$ cat src/design/bcdaad_pkg.sv
package bcdaad_pkg;

    localparam int NIB_W      = 4;
    localparam int MAX_DIGITS = 16;
    localparam int WORD_W     = NIB_W * MAX_DIGITS;

    localparam logic [4:0] DIG_MAX = 5'd9;
    localparam logic [4:0] RADIX   = 5'd10;

    typedef struct packed {
        logic             bad;
        logic             gt;
        logic             lt;
        logic             sum_g;
        logic             sum_p;
        logic [4:0]       sum_raw;
        logic [NIB_W-1:0] a;
        logic [NIB_W-1:0] b;
    } lane_info_t;

endpackage

$ cat src/design/bcdaad_lane.sv
module bcdaad_lane
    import bcdaad_pkg::*;
(
    input  logic [NIB_W-1:0] a,
    input  logic [NIB_W-1:0] b,
    output lane_info_t       info
);

    logic [4:0] sum_raw;

    assign sum_raw = {1'b0, a} + {1'b0, b};

    always_comb
    begin
        info.bad     = ({1'b0, a} > DIG_MAX) || ({1'b0, b} > DIG_MAX);
        info.gt      = a > b;
        info.lt      = a < b;
        info.sum_raw = sum_raw;
        info.sum_g   = sum_raw > DIG_MAX;
        info.sum_p   = sum_raw == DIG_MAX;
        info.a       = a;
        info.b       = b;
    end

endmodule

$ cat src/design/bcdaad_merge.sv
module bcdaad_merge #(
    parameter int DIGITS = 16
) (
    input  logic [DIGITS-1:0] bad,
    input  logic [DIGITS-1:0] gt,
    input  logic [DIGITS-1:0] lt,
    input  logic [DIGITS-1:0] sum_g,
    input  logic [DIGITS-1:0] sum_p,
    output logic [DIGITS-1:0] carry_in,
    output logic              carry_out,
    output logic [DIGITS-1:0] borrow_ab,
    output logic [DIGITS-1:0] borrow_ba,
    output logic              negative,
    output logic              any_bad
);

    // carry/borrow lookahead as one binary add: (gen|prop) + gen
    logic [DIGITS-1:0] eq;
    logic [DIGITS:0]   cx, cy, cs, cc;
    logic [DIGITS:0]   ax, ay, as_sum, ac;
    logic [DIGITS:0]   bx, by, bs_sum, bc;

    assign eq = ~(gt | lt);

    assign cx = {1'b0, sum_g | sum_p};
    assign cy = {1'b0, sum_g};
    assign cs = cx + cy;
    assign cc = cs ^ cx ^ cy;

    assign ax     = {1'b0, lt | eq};
    assign ay     = {1'b0, lt};
    assign as_sum = ax + ay;
    assign ac     = as_sum ^ ax ^ ay;

    assign bx     = {1'b0, gt | eq};
    assign by     = {1'b0, gt};
    assign bs_sum = bx + by;
    assign bc     = bs_sum ^ bx ^ by;

    assign carry_in  = cc[DIGITS-1:0];
    assign carry_out = cc[DIGITS];
    assign borrow_ab = ac[DIGITS-1:0];
    assign borrow_ba = bc[DIGITS-1:0];

    // highest differing digit decides; lt and gt never share a bit
    assign negative = lt > gt;
    assign any_bad  = |bad;

endmodule

$ cat src/design/bcdaad_fix.sv
module bcdaad_fix
    import bcdaad_pkg::*;
(
    input  logic [NIB_W-1:0] a,
    input  logic [NIB_W-1:0] b,
    input  logic [4:0]       sum_raw,
    input  logic             cin,
    input  logic             bin,
    input  logic             negative,
    output logic [NIB_W-1:0] sum_digit,
    output logic [NIB_W-1:0] diff_digit
);

    logic [4:0] t;
    logic [4:0] x;
    logic [4:0] y;
    logic [4:0] t_adj;
    logic [4:0] d_wrap;
    logic [4:0] d_plain;

    assign t       = sum_raw + {4'b0, cin};
    assign t_adj   = t - RADIX;
    assign x       = {1'b0, negative ? b : a};
    assign y       = {1'b0, negative ? a : b} + {4'b0, bin};
    assign d_wrap  = x + RADIX - y;
    assign d_plain = x - y;

    assign sum_digit  = (t > DIG_MAX) ? t_adj[NIB_W-1:0] : t[NIB_W-1:0];
    assign diff_digit = (x < y) ? d_wrap[NIB_W-1:0] : d_plain[NIB_W-1:0];

endmodule

$ cat src/design/bcd_add_and_abs_difference.sv
// Lane results are registered into s1 at the accept edge, the merge results into s2,
// and the fixup results into the output registers.
// Throughput: one request per cycle while out_stall is low; the three stages hold up to three requests.
// Carry, borrow and order across digits are resolved in the merge stage by
// ND+1 bit adds; per-digit work runs in ND parallel lanes (DIGITS clamped to 1..16).
// Reset (rst_n low, asynchronous) empties the pipeline; payload is not cleared.
module bcd_add_and_abs_difference
    import bcdaad_pkg::*;
#(
    parameter int DIGITS = 16
) (
    input  logic              clk,
    input  logic              rst_n,
    input  logic              in_valid,
    output logic              in_stall,
    input  logic [WORD_W-1:0] first_digits,
    input  logic [WORD_W-1:0] second_digits,
    output logic              out_valid,
    input  logic              out_stall,
    output logic [WORD_W-1:0] sum_digits,
    output logic              sum_carry,
    output logic [WORD_W-1:0] difference_digits,
    output logic              difference_negative,
    output logic              bad_digit
);

    localparam int ND = (DIGITS < 1) ? 1 : ((DIGITS > MAX_DIGITS) ? MAX_DIGITS : DIGITS);

    lane_info_t lane_info [ND];
    lane_info_t s1_info_reg [ND];
    lane_info_t s2_info_reg [ND];

    logic [ND-1:0] s1_bad, s1_gt, s1_lt, s1_g, s1_p;
    logic [ND-1:0] m_carry_in, m_borrow_ab, m_borrow_ba;
    logic          m_carry_out, m_negative, m_any_bad;

    logic [ND-1:0] s2_carry_in_reg, s2_borrow_in_reg;
    logic          s2_carry_out_reg, s2_negative_reg, s2_bad_reg;

    logic [NIB_W-1:0] fix_sum [ND];
    logic [NIB_W-1:0] fix_diff [ND];

    logic v1_reg, v1_next, v2_reg, v2_next, out_valid_reg, out_valid_next;
    logic out_free, s2_free, s1_free;

    logic [WORD_W-1:0] sum_reg, sum_next, diff_reg, diff_next;
    logic              carry_reg, carry_next, neg_reg, neg_next, bad_reg, bad_next;

    genvar gi;
    generate
        for (gi = 0; gi < ND; gi++)
        begin : g_lane
            bcdaad_lane u_lane (
                .a    (first_digits[NIB_W*gi +: NIB_W]),
                .b    (second_digits[NIB_W*gi +: NIB_W]),
                .info (lane_info[gi])
            );

            assign s1_bad[gi] = s1_info_reg[gi].bad;
            assign s1_gt[gi]  = s1_info_reg[gi].gt;
            assign s1_lt[gi]  = s1_info_reg[gi].lt;
            assign s1_g[gi]   = s1_info_reg[gi].sum_g;
            assign s1_p[gi]   = s1_info_reg[gi].sum_p;

            bcdaad_fix u_fix (
                .a          (s2_info_reg[gi].a),
                .b          (s2_info_reg[gi].b),
                .sum_raw    (s2_info_reg[gi].sum_raw),
                .cin        (s2_carry_in_reg[gi]),
                .bin        (s2_borrow_in_reg[gi]),
                .negative   (s2_negative_reg),
                .sum_digit  (fix_sum[gi]),
                .diff_digit (fix_diff[gi])
            );
        end
    endgenerate

    bcdaad_merge #(
        .DIGITS (ND)
    ) u_merge (
        .bad       (s1_bad),
        .gt        (s1_gt),
        .lt        (s1_lt),
        .sum_g     (s1_g),
        .sum_p     (s1_p),
        .carry_in  (m_carry_in),
        .carry_out (m_carry_out),
        .borrow_ab (m_borrow_ab),
        .borrow_ba (m_borrow_ba),
        .negative  (m_negative),
        .any_bad   (m_any_bad)
    );

    assign out_free = !out_valid_reg || !out_stall;
    assign s2_free  = !v2_reg || out_free;
    assign s1_free  = !v1_reg || s2_free;
    assign in_stall = !s1_free;

    assign v1_next        = s1_free ? in_valid : v1_reg;
    assign v2_next        = s2_free ? v1_reg : v2_reg;
    assign out_valid_next = out_free ? v2_reg : out_valid_reg;

    always_comb
    begin
        sum_next   = '0;
        diff_next  = '0;
        bad_next   = s2_bad_reg;
        carry_next = s2_carry_out_reg && !s2_bad_reg;
        neg_next   = s2_negative_reg && !s2_bad_reg;
        for (int i = 0; i < ND; i++)
        begin
            if (!s2_bad_reg)
            begin
                sum_next[NIB_W*i +: NIB_W]  = fix_sum[i];
                diff_next[NIB_W*i +: NIB_W] = fix_diff[i];
            end
        end
    end

    always_ff @(posedge clk or negedge rst_n)
    begin
        if (!rst_n)
        begin
            v1_reg        <= 1'b0;
            v2_reg        <= 1'b0;
            out_valid_reg <= 1'b0;
        end
        else
        begin
            v1_reg        <= v1_next;
            v2_reg        <= v2_next;
            out_valid_reg <= out_valid_next;
        end
    end

    always_ff @(posedge clk)
    begin
        if (s1_free)
        begin
            for (int i = 0; i < ND; i++)
            begin
                s1_info_reg[i] <= lane_info[i];
            end
        end
        if (s2_free)
        begin
            for (int i = 0; i < ND; i++)
            begin
                s2_info_reg[i] <= s1_info_reg[i];
            end
            s2_carry_in_reg  <= m_carry_in;
            s2_carry_out_reg <= m_carry_out;
            s2_borrow_in_reg <= m_negative ? m_borrow_ba : m_borrow_ab;
            s2_negative_reg  <= m_negative;
            s2_bad_reg       <= m_any_bad;
        end
        if (out_free)
        begin
            sum_reg   <= sum_next;
            diff_reg  <= diff_next;
            carry_reg <= carry_next;
            neg_reg   <= neg_next;
            bad_reg   <= bad_next;
        end
    end

    assign out_valid           = out_valid_reg;
    assign sum_digits          = sum_reg;
    assign sum_carry           = carry_reg;
    assign difference_digits   = diff_reg;
    assign difference_negative = neg_reg;
    assign bad_digit           = bad_reg;

`ifndef SYNTHESIS
    a_bad_zeroes: assert property (@(posedge clk) disable iff (!rst_n)
        out_valid && bad_digit |-> sum_digits == '0 && difference_digits == '0
            && !sum_carry && !difference_negative)
        else $error("bad digit result not cleared");

    a_neg_nonzero: assert property (@(posedge clk) disable iff (!rst_n)
        out_valid && !bad_digit && difference_negative |-> difference_digits != '0)
        else $error("negative difference with zero magnitude");

    a_stall_full: assert property (@(posedge clk) disable iff (!rst_n)
        in_stall |-> v1_reg && v2_reg && out_valid_reg)
        else $error("input stalled with room in pipeline");

    a_accept_loads: assert property (@(posedge clk) disable iff (!rst_n)
        in_valid && !in_stall |=> v1_reg)
        else $error("accepted request not captured");
`endif

endmodule
$ cat config.mk
export PLATFORM = sky130hd
export DESIGN_NAME = bcd_add_and_abs_difference
export DESIGN_NICKNAME = d
export VERILOG_FILES = /design/src/design/bcdaad_pkg.sv /design/src/design/bcdaad_lane.sv /design/src/design/bcdaad_merge.sv /design/src/design/bcdaad_fix.sv /design/src/design/bcd_add_and_abs_difference.sv
export SDC_FILE = /design/constraint.sdc
export NUM_CORES = 1
export LEC_CHECK = 0
export CAP_MARGIN = 30
export CORE_ASPECT_RATIO = 0.7
export CORE_MARGIN = 1.5
export CORE_UTILIZATION = 32
export DETAILED_ROUTE_END_ITERATION = 8
export DONT_BUFFER_PORTS = 1
export HOLD_SLACK_MARGIN = 0.12
export PLACE_DENSITY = 0.51
export SETUP_SLACK_MARGIN = 0.02
export SYNTH_ARGS = -nofsm -noshare
export SYNTH_HDL_FRONTEND = slang
export SYNTH_HIERARCHICAL = 1
export SYNTH_SLANG_ARGS = --single-unit
$ cat constraint.sdc
create_clock -name clk -period 13.6 [get_ports clk]
set_input_delay 2.04 -clock clk [delete_from_list [all_inputs] [get_ports clk]]
set_output_delay 2.04 -clock clk [all_outputs]
set_load 0.02 [all_outputs]
==> impl_metrics.csv <==
group,metric,value,unit
global_routing,grt_start_max_net_pins,74,
worst_setup_path,cp-start-kind,"flop",
sta,rsz0062_at_grt,"no",
status,status,"finished clean",
clock_network,path_clk_slew,0.06,ns
placement,place_area,41700,um^2
finish,postLayoutCoreUtil,35.1,%
clock_network,cts.sinks,664,
sta,fmax,220,MHz
pwr,power_frac_seq,34.8,%
synth,synth_fp_nets,3809,
sta,post-route-min-period,4.55,ns
clock_network,clock_path_buffers,3,
drt,drc,0,
finish,synthToLayoutAreaGrowth,8.59,%
sta,finalHoldViolCount,0,
worst_setup_path,worst-path-buf-inv,2,
floorplan,initial_core_util,32.3,%
finish,fin_area,44300,um^2
pwr,power.total,7.93,mW
drt,drt-pass1-iter-count,5,
floorplan,die-area,130000,um^2
clock_network,htree_levels,3,
worst_setup_path,max_stage_delay,0.62,ns
hold_path,min_path_type,"reg -> reg",
worst_setup_path,crit_family,"buffers and inverters",
clock_network,post-cts-setup-buffers,0,
global_routing,grt_pass1_wl,133000,um
pwr,pwr-share-comb,38.4,%
global_routing,grt_usage,13.3,%
synth,synth_warnings,6,
worst_setup_path,worstPathArrival,4.95,ns
synth,syn_area_per_cell,12.6,um^2
sta,slew_violations,0,
finish,drive_above_1_share,12.4,%
floorplan,rows,109,
drt,vias,22600,
clock_network,ctsResizeCount,0,
sta,finalSetupViolations,0,
sta,fin_crit_sh,33.5,%
worst_setup_path,crit_chain,"buf_4 > buf_4 > mux2_2 > ha_1 > and3_1 > o21ai_0 > o21ai_0 > ha_1 > fa_1 > xor2_1 > xnor2_1 > a21oi_1 > a21oi_1 > nor2b_1",
clock_network,cts_hold_buf,0,
placement,routabilityCongestion,0.792,
placement,io_buffers,0,
sta,fin_setup_tns,0,ns
drt,post_drt_wl_per_cell,17.7,um
synth,netlist_area,40800,um^2
finish,largest_reg_flops,287,
floorplan,io_pins,265,
sta,tightest_slew,0.941,ns
sta,skew,0.0233,ns
placement,pre_cts_ws,8.86,ns
drt,wl,86400,um
finish,stdcell_count,4882,
placement,dp_hpwl,63700,um
finish,nets,3721,
pwr,p_sw,2.59,mW
pwr,switching_share,32.6,%
clock_network,insertion_delay,0.68,ns
sta,finalWorstSetupSlack,9.05,ns
floorplan,fp.dieW,430,um
worst_setup_path,critical_path_class,"reg -> reg",
global_routing,grt_overflow,0,
worst_setup_path,crit_path_top_delay_cell,"buf_4",
pwr,power.density,179,nW/um^2
pwr,clkPwrFrac,26.9,%
placement,dp.cells,4743,
clock_network,cts_tree,"done",
pwr,p_leak,17.8,nW
synth,synth_cells,3246,
floorplan,coreArea,126000,um^2
pwr,intPower,5.35,mW
floorplan,die_h,302,um
global_routing,antenna_found_initial,5,
sta,hold_ws,0.408,ns
worst_setup_path,end_kind,"flop",
worst_setup_path,crit_fanout,68,
clock_network,clk_root_buffer_cell,"clkbuf_16",
clock_network,cts_buffers,76,
pwr,peakVddDrop,0.0881,mV
drt,drt_iter0_drc,1174,
global_routing,grt_pass1_vias,22300,
worst_setup_path,required,14.00,ns
drt,antenna_left,0,
run,drv_cap,0,
drt,vias_per_cell,4.62,
sta,relSlewSlack,37.3,%
## routing by layer
layer	vias to the layer above	GRT usage, %	part of all wire [%]
li1	11400	-	-
met1	10800	19.1	51
met2	317	19.4	41
met3	97	3.99	5.5
met4	0	3.31	1.8
met5	-	0	0
## area by class of cell
cell class,instances,area [um^2]
antenna,1,2.50
clock buffer,89,2060
tap,1665,2080
timing repair buffer,24,258
sequential,664,19900
inverter,293,1100
multi-input combinational,2099,18400
clock inverter,47,492
fill,12300,82000
## power by group through the flow
stage | registers [mW] | clock network, mW | logic (mW)
2_1_floorplan | 2.80 | 0 | 2.55
3_3_place_gp | 2.80 | 0 | 3.06
3_5_place_dp | 2.80 | 0 | 3.08
4_1_cts | 2.76 | 2.22 | 3.10
5_1_grt | 2.79 | 2.29 | 3.48
6_report | 2.76 | 2.13 | 3.04
## path summary, 6_finish.rpt
check / startpoint / endpoint / slack (ns) / cells after the start
max: s2_negative_reg / difference_digits[51] / 9.05 / 14
min: s1_info_reg[1][55] / s2_info_reg[1][55] / 0.41 / 0
max reg2reg: s2_negative_reg / difference_digits[51] / 9.05 / 14
min reg2reg: s1_info_reg[1][55] / s2_info_reg[1][55] / 0.41 / 0
max in group asynchronous: rst_n / v1_reg / 12.48 / 0
min in group asynchronous: rst_n / out_valid / 1.05 / 0
## cells in the final DEF, fill, tap and decap left out, drive strengths merged, types with 19 or more instances in the layout
master and instances:
o21ai 121, nand3 55, clkbuf 89, o31ai 38
nor2 67, clkinv 29, edfxtp 661, o21bai 49
a21oi 129, mux2 97, ha 383, buf 24
a21o 54, fa 48, nand4 21, nand2b 59
mux2i 97, a41o 19, and3 35, inv 295
nor2b 206, nand2 118, xnor2 124, or2 19
and2 20, xor2 103
Power figures use the tool's default switching activity.
